==> src/design/lsl_pkg.sv <==
package lsl_pkg;

    typedef logic [30:0] q31_t;

    localparam q31_t Q31_MAX = 31'h7fffffff;

    // configuration register map, byte address is 4 * index
    localparam int CFG_ADDR_W = 5;
    localparam logic [2:0] REG_THRESHOLD          = 3'd0;
    localparam logic [2:0] REG_MAKEUP_GAIN        = 3'd1;
    localparam logic [2:0] REG_FIXED_RELEASE_COEF = 3'd2;
    localparam logic [2:0] REG_ENVELOPE_ALPHA     = 3'd3;
    localparam logic [2:0] REG_SAMPLE_PERIOD      = 3'd4;
    localparam logic [2:0] REG_MAX_RELEASE_TIME   = 3'd5;
    localparam logic [2:0] REG_AVERAGE_SCALE      = 3'd6;

    localparam q31_t RST_THRESHOLD          = 31'd214748365;
    localparam q31_t RST_MAKEUP_GAIN        = 31'd83885240;
    localparam q31_t RST_FIXED_RELEASE_COEF = 31'd2147037831;
    localparam q31_t RST_ENVELOPE_ALPHA     = 31'd2147259850;
    localparam q31_t RST_SAMPLE_PERIOD      = 31'd44739;
    localparam q31_t RST_MAX_RELEASE_TIME   = 31'd65536;
    localparam q31_t RST_AVERAGE_SCALE      = 31'd65075262;

    typedef struct packed {
        q31_t threshold;
        q31_t makeup_gain;
        q31_t fixed_release_coef;
        q31_t envelope_alpha;
        q31_t sample_period;
        q31_t max_release_time;
        q31_t average_scale;
    } cfg_t;

    typedef enum logic [4:0] {
        OP_NONE,
        OP_LOAD,
        OP_AVG1,
        OP_AVG2,
        OP_SQ,
        OP_ENV,
        OP_PEAK,
        OP_RMS,
        OP_TAU,
        OP_FIX_A,
        OP_FIX_B,
        OP_CRS_A,
        OP_CRS_B,
        OP_OUT_L,
        OP_OUT_R,
        OP_MK_L,
        OP_MK_R,
        OP_PUBLISH
    } op_t;

    typedef enum logic [1:0] {
        DIV_GAIN,
        DIV_CF,
        DIV_REL
    } div_sel_t;

    typedef struct packed {
        op_t      op;
        div_sel_t div_sel;
        logic     div_start;
        logic     scan_start;
    } cmd_t;

    typedef struct packed {
        logic scan_done;
        logic div_done;
        logic out_free;
    } status_t;

endpackage

==> src/design/lsl_ctrl.sv <==
module lsl_ctrl (
    input  logic             clk,
    input  logic             rst_n,
    input  logic             in_valid,
    input  lsl_pkg::status_t status,
    output logic             in_ready,
    output lsl_pkg::cmd_t    cmd
);
    import lsl_pkg::*;

    typedef enum logic [4:0] {
        ST_IDLE,
        ST_LOAD,
        ST_SCAN_GO,
        ST_SCAN_WAIT,
        ST_DIVG_GO,
        ST_DIVG_WAIT,
        ST_AVG1,
        ST_AVG2,
        ST_SQ,
        ST_ENV,
        ST_PEAK,
        ST_RMS,
        ST_DIVC_GO,
        ST_DIVC_WAIT,
        ST_TAU,
        ST_DIVR_GO,
        ST_DIVR_WAIT,
        ST_FIX_A,
        ST_FIX_B,
        ST_CRS_A,
        ST_CRS_B,
        ST_OUT_L,
        ST_OUT_R,
        ST_MK_L,
        ST_MK_R,
        ST_FINISH
    } state_t;

    state_t state_reg, state_next;

    always_ff @(posedge clk or negedge rst_n)
    begin
        if (!rst_n)
            state_reg <= ST_IDLE;
        else
            state_reg <= state_next;
    end

    always_comb
    begin
        state_next = state_reg;
        case (state_reg)
            ST_IDLE:      if (in_valid) state_next = ST_LOAD;
            ST_LOAD:      state_next = ST_SCAN_GO;
            ST_SCAN_GO:   state_next = ST_SCAN_WAIT;
            ST_SCAN_WAIT: if (status.scan_done) state_next = ST_DIVG_GO;
            ST_DIVG_GO:   state_next = ST_DIVG_WAIT;
            ST_DIVG_WAIT: if (status.div_done) state_next = ST_AVG1;
            ST_AVG1:      state_next = ST_AVG2;
            ST_AVG2:      state_next = ST_SQ;
            ST_SQ:        state_next = ST_ENV;
            ST_ENV:       state_next = ST_PEAK;
            ST_PEAK:      state_next = ST_RMS;
            ST_RMS:       state_next = ST_DIVC_GO;
            ST_DIVC_GO:   state_next = ST_DIVC_WAIT;
            ST_DIVC_WAIT: if (status.div_done) state_next = ST_TAU;
            ST_TAU:       state_next = ST_DIVR_GO;
            ST_DIVR_GO:   state_next = ST_DIVR_WAIT;
            ST_DIVR_WAIT: if (status.div_done) state_next = ST_FIX_A;
            ST_FIX_A:     state_next = ST_FIX_B;
            ST_FIX_B:     state_next = ST_CRS_A;
            ST_CRS_A:     state_next = ST_CRS_B;
            ST_CRS_B:     state_next = ST_OUT_L;
            ST_OUT_L:     state_next = ST_OUT_R;
            ST_OUT_R:     state_next = ST_MK_L;
            ST_MK_L:      state_next = ST_MK_R;
            ST_MK_R:      state_next = ST_FINISH;
            ST_FINISH:    if (status.out_free) state_next = ST_IDLE;
            default:      state_next = ST_IDLE;
        endcase
    end

    always_comb
    begin
        cmd.op         = OP_NONE;
        cmd.div_sel    = DIV_GAIN;
        cmd.div_start  = 1'b0;
        cmd.scan_start = 1'b0;
        case (state_reg)
            ST_LOAD:      cmd.op = OP_LOAD;
            ST_SCAN_GO:   cmd.scan_start = 1'b1;
            ST_DIVG_GO:   begin cmd.div_sel = DIV_GAIN; cmd.div_start = 1'b1; end
            ST_DIVG_WAIT: cmd.div_sel = DIV_GAIN;
            ST_AVG1:      cmd.op = OP_AVG1;
            ST_AVG2:      cmd.op = OP_AVG2;
            ST_SQ:        cmd.op = OP_SQ;
            ST_ENV:       cmd.op = OP_ENV;
            ST_PEAK:      cmd.op = OP_PEAK;
            ST_RMS:       cmd.op = OP_RMS;
            ST_DIVC_GO:   begin cmd.div_sel = DIV_CF; cmd.div_start = 1'b1; end
            ST_DIVC_WAIT: cmd.div_sel = DIV_CF;
            ST_TAU:       cmd.op = OP_TAU;
            ST_DIVR_GO:   begin cmd.div_sel = DIV_REL; cmd.div_start = 1'b1; end
            ST_DIVR_WAIT: cmd.div_sel = DIV_REL;
            ST_FIX_A:     cmd.op = OP_FIX_A;
            ST_FIX_B:     cmd.op = OP_FIX_B;
            ST_CRS_A:     cmd.op = OP_CRS_A;
            ST_CRS_B:     cmd.op = OP_CRS_B;
            ST_OUT_L:     cmd.op = OP_OUT_L;
            ST_OUT_R:     cmd.op = OP_OUT_R;
            ST_MK_L:      cmd.op = OP_MK_L;
            ST_MK_R:      cmd.op = OP_MK_R;
            ST_FINISH:    if (status.out_free) cmd.op = OP_PUBLISH;
            default:      cmd.op = OP_NONE;
        endcase
    end

    assign in_ready = (state_reg == ST_IDLE);

    a_div_done_wait: assert property (@(posedge clk) disable iff (!rst_n)
        status.div_done |-> (state_reg == ST_DIVG_WAIT || state_reg == ST_DIVC_WAIT
                             || state_reg == ST_DIVR_WAIT))
        else $error("divider finished outside a wait state");

    a_scan_done_wait: assert property (@(posedge clk) disable iff (!rst_n)
        status.scan_done |-> state_reg == ST_SCAN_WAIT)
        else $error("scan finished outside its wait state");

endmodule

==> config.mk <==
export PLATFORM = sky130hd
export DESIGN_NAME = lsl_ctrl
export DESIGN_NICKNAME = d
export VERILOG_FILES = /design/src/design/lsl_pkg.sv /design/src/design/lsl_ctrl.sv
export SDC_FILE = /design/constraint.sdc
export NUM_CORES = 1
export LEC_CHECK = 0
export BUFFER_PORTS_ARGS = -buffer_cell sky130_fd_sc_hd__buf_2
export CAP_MARGIN = 20
export CORE_MARGIN = 2
export CORE_UTILIZATION = 41
export CTS_CLUSTER_SIZE = 14
export DETAILED_ROUTE_END_ITERATION = 8
export PLACE_DENSITY = 0.65
export REMOVE_ABC_BUFFERS = 1
export SLEW_MARGIN = 25
export SYNTH_ARGS = -nofsm -noshare
export SYNTH_HDL_FRONTEND = slang
export SYNTH_SLANG_ARGS = --single-unit
==> constraint.sdc <==
create_clock -name clk -period 1.7 [get_ports clk]
set_input_delay 0.17 -clock clk [delete_from_list [all_inputs] [get_ports clk]]
set_output_delay 0.17 -clock clk [all_outputs]
set_load 0.005 [all_outputs]
-- Word level (Yosys, flattened, before mapping)
Cells that the tools add are included.
- register bits after elaboration: 5
- output and inout port bits: 10
- logic and storage cells: 49
- equal/unequal tests: 31
- mux-type cells: 12
- reductions and logical operators: 5
- operators by type and width (operator ; number):
    one-hot mux 5 bit (26 select lines) ; 1
    one-hot mux 5 bit (17 select lines) ; 1
    == test 5 bit, second input constant ; 10
    == test 5 x 4 -> 1 bit, second input constant ; 8
    two-way mux 5 bit ; 7
    == test 5 x 3 -> 1 bit, second input constant ; 4
    inequality test 2 bit, second input constant ; 6
    == test 5 x 2 -> 1 bit, second input constant ; 2
    AND reduction 6 bit ; 1
    == test 5 x 1 -> 1 bit, second input constant ; 1
    logical NOT 5 bit ; 1
    one-hot mux 2 bit (2 select lines) ; 1
    OR reduction 2 bit ; 2
    OR reduction 3 bit ; 1
    two-way mux 1 bit ; 2

-- Logic depth before layout (Yosys ltp)
Gate-level depths: netlist (run 1).
- depth after elaboration: 3
- depth in mapped cells: 5
- gate-level depth less buffers: 4

-- Worst setup path after synthesis (run 1)
Ideal clock, no wire load.
- kind: register -> register
- from: register state_reg[2]
- to: register state_reg[0]
- setup time: 0.128 ns
- arrival: 1.699 ns
- slack: -0.127 ns
- stages on the path, launching flop included: 6
- path buffers: 1
- period minus slack after synthesis: 1.827 ns
- cell sequence: dfrtp_1 buf_6 or3_4 or4_4 nand4_4 mux2_1
- word-level cells in the longest chain between the ends: 3
- elaborated cells between the ends (all ways): 34
- those cells by class: eq/ne: 31; mux: 1; reduce/logical: 2
- RTL lines (what ; line ; text):
    start: declaration ; lsl_ctrl.sv:40 ; state_t state_reg, state_next;
    start signal: assignment ; lsl_ctrl.sv:47 ; state_reg <= state_next;
    == test 5 x 2 -> 1 bit, or another cell as far along ; lsl_ctrl.sv:53 ; case (state_reg)
    inequality test 2 bit (no source line) ; n/a ;
    AND reduction 6 bit (no source line) ; n/a ;
Several ways; a longest one is shown, not always the timed one.
A chain may end at the register's enable or synchronous reset.

-- Worst setup path in the final report (run 1)
- from: register state_reg[4]
- to: register state_reg[3]
Same word-level chain as after synthesis.

==> reports/results.txt, run 1 <==
Initial core utilization = 46.1%
Final ANT Viol Nets = 0
DP Cell Count = 103
Most common cell after layout, fill and taps aside = buf_2
Post-synth EDFFs = 0
Crit path kind = flop to flop
LEAKAGE = 0.367 nW
Post-route cell area = 768 µm²
Worst-path maximum fanout = 4
GR Overflow Total = 0
Most frequent cells in the layout = buf_2, buf_4, nor2_1
Yosys Warn Count = 0
Clk_skew = 0.00842 ns
Post-synth cell types = 32
Site Rows = 12
Period minus WS final = 1.78 ns
Filler cell count in the final layout = 95
First-pass GRT wire length = 2.13 mm
Reg2reg start = state_reg[4]
FF-to-FF End = state_reg[3]
Die X-Extent = 40.1 µm
Initial antenna violation count = 0
WL final = 1.39 mm
PortBufs = 15
Total global-route track usage = 20.1%
Mapped Area = 533 µm²
Final GP Congestion = 0.754
Num CTS Buffers = 3
Synth Instances = 71
Worst hold path type = input pin to flop
Max Cap Viol = 0
RSZ-0062 raised after global routing = yes
Max FFs per register = 5
Die area = 0.00160 mm²
Slew HR = 77.8%
Hold path start = status[2]
DR vias = 609
Num ports = 16
Hold Path Sink = state_reg[1]
Share of layout cells above drive strength 1 = 42.4%
Via density = 5.39
Number of global-route vias before repair = 523
DRT iter0 DRCs = 8
CP Data Arrival Time = 1.90 ns
Final setup viols = 5
Failing checks = setup timing
Syn Area/Cell = 7.51 µm²
Reg clk slew, reported paths = 0.05 ns
Largest net degree at the start of global routing = 19
Hold Vio Cnt, Final = 0
Clock buffer depth = 2
Reg2reg path depth = 4
Post-route worst setup slack = -0.0776 ns
Fraction of registers with async set/reset = 100%
Synth-to-layout area growth = 44.1%
Final std cells w/o fill = 113
Area after DPL = 664 µm²
R2r setup slk = -0.08 ns
Flops & latches, synth = 5
Diodes inserted = 0
Maximum VDD drop = 1200 µV
Worst Setup End Kind = flop
Critical Path Start = state_reg[4]
Worst-margin pin slew = 0.333 ns
Residual DRC count = 0
Core area = 0.00116 mm²
CTS sink cnt = 5
Hold depth = 3
Die extent in y = 40.1 µm
CP max stage cell = or4_4
Clk root buf = clkbuf_4
Routed wire per std cell = 12.3 µm
CTS tree = built
Ys flop type = dfrtp_1
Crit start category = flop
H-tree depth = 1
CP peak stage delay = 0.45 ns
Insertion delay to the later sink of the worst-skew pair = 0.25 ns
Seq/Total Area, Yosys = 23.5%
Drt first pass iters = 4
Cell Pwr Density = 2080 mW/mm²
CP cell instances = or3_4 -> or4_4 -> nand4_4 -> mux2_1
Status = finished with violations
Nets = 106
Req. time, crit path = 1.82 ns
Dpl hpwl = 947 µm
Max Clock Freq = 563 MHz
Final worst-path cycle share = 105%
Slew Viols, Final = 0
power breakdown:
part	switching, W	internal [W]
Clock	0.0000508	0.0000889
Sequential	0.0000707	0.000181
Combinational	0.000569	0.000634
synth_stat cells, types with 3 or more instances:
library cell | n | area, µm²
clkbuf_1 | 4 | 15.0
a21oi_1 | 5 | 25.0
nor2_1 | 7 | 26.3
dfrtp_1 | 5 | 125
mux2_1 | 3 | 33.8
inv_1 | 3 | 11.3
nand2b_1 | 3 | 18.8
nand2_1 | 5 | 18.8
o22ai_1 | 3 | 18.8
o21ai_0 | 6 | 30.0
how the worst max path moves through the flow:
stage                         to  slack, ns
global route        state_reg[0]      -0.11
finish              state_reg[3]      -0.08
global placement    state_reg[3]      -0.07
detailed placement  state_reg[2]      -0.13
CTS                 state_reg[3]      -0.08
floorplan           state_reg[2]      -0.21
layer usage:
layer  global-route usage, %  share of wire, %  vias to the layer above
li1                        -                 -                      314
met1                    23.2                45                      282
met2                    36.3                52                       13
met3                    5.00               3.0                        0
met4                    5.17                 0                        0
met5                       0                 0                        -
area by class of cell:
type                            instances  area, µm²  area share (%)
Inverter                                3       11.3            1.47
Tap cell                               14       17.5            2.28
Sequential cell                         5        125            16.3
Clock buffer                            4       26.3            3.42
Multi-Input combinational cell         56        383            49.8
Timing Repair Buffer                   31        205            26.7
critical path, delay by kind of cell (launching register included):
family	cells	cell delay, ns
flip-flops	1	0.37
multiplexers	1	0.32
AND/OR/NAND/NOR	3	0.95
cell families after synthesis:
kind of cell,count (synthesis),synth area share [%]
simple gates,33,38.5
compound gates,17,17.6
buf+inv,10,8.92
flops,5,23.5
mux,4,8.22
xor+xnor,2,3.29
metrics by stage:
stage                     hold slack (ns)  TNS [ns]  worst slack [ns]  power [W]  utilization [%]
after floorplan                    -0.126    -0.657            -0.212   0.000848                -
after global placement            -0.0112    -0.238           -0.0715    0.00126             57.5
after detailed placement          -0.0130    -0.414            -0.129    0.00128             57.5
after CTS                           0.220    -0.286           -0.0818    0.00158             66.1
after global routing                0.212    -0.641            -0.115    0.00173             66.5
final                               0.218    -0.243           -0.0776    0.00159             66.5
timing repair:
action | CTS | global route
setup endpoints to repair | 5 | 10
buffers inserted | 5 | 0
gates resized for setup | 6 | 4
hold buffers | 1 | 0
pin swaps | 1 | 1
endpoints found under the hold margin | 5 | 0
Note: power is estimated with default switching activity, not from simulation.
==> inputs of run 2 (changes only) <==
CELL_PAD_IN_SITES_DETAIL_PLACEMENT = 0   (was unset)
CELL_PAD_IN_SITES_GLOBAL_PLACEMENT = 1   (was unset)
CORE_UTILIZATION = 31   (was 41)
PLACE_DENSITY = 0.69   (was 0.65)
==> run 2 against run 1 <==
Effect of this change:
- the flow still finishes with violations (setup timing)
- via count shrank 4.9%
- first-iteration DRC count grew 75%
- clock power is essentially flat
- final cell count shrank 3.5%
- fmax grew 0.95%
- largest power group unchanged
- highest routed layer unchanged
==> reports/results.txt, run 2 (same netlist as run 1, synthesis figures left out) <==
CTS tree = built
Hold Path Sink = state_reg[1]
PortBufs = 15
Reg2reg path depth = 4
Max Cap Viol = 0
Dpl hpwl = 960 µm
Max FFs per register = 5
Clk_skew = 0.00235 ns
Final Total Pwr = 0.00151 W
Insertion delay to the later sink of the worst-skew pair = 0.24 ns
Worst hold path type = input pin to flop
Diodes inserted = 0
Num ports = 16
Initial antenna violation count = 0
R2r setup slk = -0.06 ns
Total global-route track usage = 15.4%
First-pass GRT wire length = 2.32 mm
LEAKAGE = 0.345 nW
Hold depth = 3
Final std cells w/o fill = 109
H-tree depth = 1
Cell Pwr Density = 2070 mW/mm²
Num CTS Buffers = 3
Die area = 0.00207 mm²
WL final = 1.42 mm
Maximum VDD drop = 672 µV
Status = finished with violations
Failing checks = setup timing
DRT iter0 DRCs = 14
Slew Viols, Final = 0
FF-to-FF End = state_reg[0]
Drt first pass iters = 3
Initial core utilization = 34.2%
Final setup viols = 5
DP Cell Count = 103
Core area = 0.00156 mm²
Via density = 5.31
Final ANT Viol Nets = 0
Reg clk slew, reported paths = 0.05 ns
Nets = 100
Largest net degree at the start of global routing = 19
Post-route worst setup slack = -0.0608 ns
Share of layout cells above drive strength 1 = 40.9%
Setup_tns = -0.206 ns
Req. time, crit path = 1.83 ns
CP max stage cell = or4_4
Residual DRC count = 0
Final worst-path cycle share = 104%
Worst-path maximum fanout = 4
Max Clock Freq = 568 MHz
Clock buffer depth = 2
Most frequent cells in the layout = buf_2, nor2_1, buf_4
RSZ-0062 raised after global routing = yes
CTS sink cnt = 5
Crit path kind = flop to flop
Period minus WS final = 1.76 ns
Crit start category = flop
Site Rows = 14
Number of global-route vias before repair = 530
Filler cell count in the final layout = 158
Die X-Extent = 45.5 µm
Die extent in y = 45.5 µm
CP peak stage delay = 0.45 ns
Worst Setup End Kind = flop
CP Data Arrival Time = 1.89 ns
Hold path start = status[2]
Routed wire per std cell = 13.0 µm
Clk root buf = clkbuf_4
Min Hold Slack = 0.228 ns
Final GP Congestion = 0.833
CP cell instances = or3_4 -> or4_4 -> nand4_4 -> mux2_4
Slew HR = 80.7%
Worst-margin pin slew = 0.288 ns
GR Overflow Total = 0
Most common cell after layout, fill and taps aside = buf_2
Hold Vio Cnt, Final = 0
Synth-to-layout area growth = 37.1%
DR vias = 579
Reg2reg start = state_reg[4]
## run 2: worst max-delay path: cells and delay by family, from the launching register on
| family | cells | cell delay [ns] |
|---|---|---|
| AND/OR/NAND/NOR | 3 | 0.96 |
| multiplexers | 1 | 0.31 |
| flip-flops | 1 | 0.37 |
## run 2: where the power goes
part           switching, W  leakage, nW  internal, W  total, W
Clock             0.0000524       0.0177    0.0000853  0.000138
Sequential        0.0000643       0.0596     0.000187  0.000251
Combinational      0.000549        0.268     0.000574   0.00112
Total              0.000666        0.345     0.000847   0.00151
## run 2: routing by layer
layer	share of wire (%)	routed length, µm	vias to the layer above	GRT usage, %
met5	0	0	-	0
met4	0	0	0	4.71
met3	4.7	67	0	3.57
met2	47	666	16	25.1
met1	48	686	266	20.0
li1	-	-	297	-
## run 2: how the worst max path moves through the flow
stage / startpoint / end / slack, ns / depth (start not counted)
finish: state_reg[4] / state_reg[0] / -0.06 / 4
floorplan: state_reg[4] / state_reg[2] / -0.21 / 4
global placement: state_reg[4] / state_reg[2] / -0.06 / 4
detailed placement: state_reg[4] / state_reg[3] / -0.1 / 4
global route: state_reg[4] / state_reg[0] / -0.1 / 4
CTS: state_reg[4] / state_reg[3] / -0.08 / 4
## run 2: what timing repair did
item,in CTS,in global routing
setup buffers,0,1
pin swaps,1,0
endpoints found under the hold margin,5,0
hold buffers,1,0
resized for setup,5,5
setup endpoints to repair,5,7
## run 2: final cells by class
class	instances	area, µm²	area share, %
multi-input combinational	56	384	52.6
timing repair buffer	25	160	21.9
sequential	5	128	17.5
clock buffer	3	22.5	3.08
tap	16	20.0	2.74
inverter	3	11.3	1.54
clock inverter	1	5.00	0.685
## run 2: per-stage QoR
stage | utilization (%) | setup WS [ns] | cell area [µm²]
final | 46.9 | -0.0608 | 731
after global routing | 46.9 | -0.0957 | 731
after CTS | 45.2 | -0.0838 | 704
after detailed placement | 41.8 | -0.0985 | 652
after global placement | 41.8 | -0.0626 | 652
after floorplan | - | -0.212 | 497
==> inputs of run 3 (changes only) <==
CORE_UTILIZATION = 29   (was 31)
PLACE_DENSITY = 0.65   (was 0.69)
==> run 3 against run 2 <==
Effect of this change:
- the run still ends with setup timing left
- largest cell class unchanged
- largest power group unchanged
- non-clock buffer count grew 5
- critical path type unchanged
- critical endpoint is now state_reg[3]
- core utilization shrank 3.0 points
- die area grew 6.3%
- final cell count grew 13%
- global-route usage shrank 1.8 points
- clock skew grew 0.0022 ns
- sequential power shrank 7%
==> reports/results.txt, run 3 (same netlist as run 1, synthesis figures left out) <==
Max FFs per register = 5
Clock buffer depth = 2
Initial antenna violation count = 0
CP Data Arrival Time = 1.89 ns
Largest net degree at the start of global routing = 19
Worst hold path type = input pin to flop
CTS sink cnt = 5
Clk_skew = 0.00456 ns
Hold Vio Cnt, Final = 0
Routed wire per std cell = 11.0 µm
Req. time, crit path = 1.81 ns
Clk root buf = clkbuf_4
Hold Path Sink = state_reg[1]
First-pass GRT wire length = 2.18 mm
Worst Setup End Kind = flop
Final worst-path cycle share = 104%
Final setup viols = 3
Max Clock Freq = 564 MHz
Most common cell after layout, fill and taps aside = buf_2
H-tree depth = 1
Hold depth = 3
Failing checks = setup timing
R2r setup slk = -0.07 ns
Slew Viols, Final = 0
FF/Latch Area = 126 µm²
Core area = 0.00173 mm²
Die X-Extent = 46.9 µm
Residual DRC count = 0
Min Hold Slack = 0.235 ns
Reg2reg start = state_reg[4]
Highest metal used = met3
DRT iter0 DRCs = 9
Number of global-route vias before repair = 502
Cell Pwr Density = 1980 mW/mm²
Die extent in y = 46.9 µm
Reg clk slew, reported paths = 0.04 ns
Num ports = 16
GR Overflow Total = 0
Post-route cell area = 758 µm²
Most frequent cells in the layout = buf_2, buf_4, nor2_1
Area after DPL = 686 µm²
Worst-path maximum fanout = 4
Final ANT Viol Nets = 0
Site Rows = 15
Met1 Routed Length = 660 µm
PortBufs = 15
Max Cap Viol = 0
Dpl hpwl = 989 µm
Hold path start = status[2]
RSZ-0062 raised after global routing = yes
Reg2reg path depth = 4
Synth-to-layout area growth = 42.3%
Num CTS Buffers = 3
Status = finished with violations
Metal3 WL = 93 µm
Initial core utilization = 30.9%
Post-route worst setup slack = -0.0730 ns
FF-to-FF End = state_reg[3]
Crit path kind = flop to flop
Crit start category = flop
Die area = 0.00220 mm²
Drt first pass iters = 4
CTS tree = built
DR vias = 603
Final Total Pwr = 0.00150 W
Area occupied by multi-input gates = 365 µm²
Diodes inserted = 0
Insertion delay to the later sink of the worst-skew pair = 0.24 ns
Worst-margin pin slew = 0.269 ns
WL final = 1.35 mm
Total global-route track usage = 13.6%
Period minus WS final = 1.77 ns
Filler cell count in the final layout = 193
Nets = 105
Setup_tns = -0.212 ns
Share of layout cells above drive strength 1 = 37.8%
Slew HR = 81.9%
Maximum VDD drop = 636 µV
Via density = 4.90
Final GP Congestion = 0.736
Metal2 WL = 599 µm
LEAKAGE = 0.356 nW
-- run 3: timing repair --
| action | in CTS | in global routing |
|---|---|---|
| setup buffers | 0 | 3 |
| setup endpoints to repair | 5 | 7 |
| hold endpoints to repair | 5 | 0 |
| gates resized for setup | 2 | 4 |
| pin swaps | 1 | 1 |
| hold buffers | 1 | 0 |
-- run 3: how the worst max path moves through the flow --
stage / start / to / slack, ns / depth (start not counted)
6_report: state_reg[4] / state_reg[3] / -0.07 / 4
5_1_grt: state_reg[4] / state_reg[3] / -0.12 / 4
4_1_cts: state_reg[4] / state_reg[0] / -0.08 / 4
3_5_place_dp: state_reg[4] / state_reg[0] / -0.11 / 4
3_3_place_gp: state_reg[4] / state_reg[2] / -0.07 / 4
2_1_floorplan: state_reg[4] / state_reg[2] / -0.21 / 4
-- run 3: cell type report --
class | instances | share of cell area, %
Tap cell | 25 | 4.13
Inverter | 3 | 1.49
Sequential cell | 5 | 16.7
Multi-Input combinational cell | 56 | 48.2
Timing Repair Buffer | 30 | 26.1
Clock buffer | 4 | 3.47
-- run 3: per-layer routing --
layer / vias to the layer above / GRT usage (%)
met3: 0 / 0.385
met4: 0 / 5.00
met1: 270 / 18.8
li1: 310 / -
met2: 23 / 22.5
met5: - / 0
-- run 3: report_power, final --
part / total, W / switching, W / leakage (nW) / internal (W)
Sequential: 0.000233 / 0.0000485 / 0.0607 / 0.000184
Combinational: 0.00114 / 0.000561 / 0.280 / 0.000578
Clock: 0.000132 / 0.0000440 / 0.0150 / 0.0000885
-- run 3: critical path, stage by stage (launching register included) --
cell     delay, ns
dfrtp_1       0.37
or3_4         0.41
or4_4         0.45
nand4_4       0.11
mux2_1        0.32
-- run 3: metrics by stage --
step / setup slack [ns] / utilization (%) / instances
2_1_floorplan: -0.212 / - / 64
3_3_place_gp: -0.0703 / 39.7 / 115
3_5_place_dp: -0.106 / 39.7 / 115
4_1_cts: -0.0783 / 42.2 / 120
5_1_grt: -0.124 / 43.9 / 123
6_report: -0.0730 / 43.9 / 123
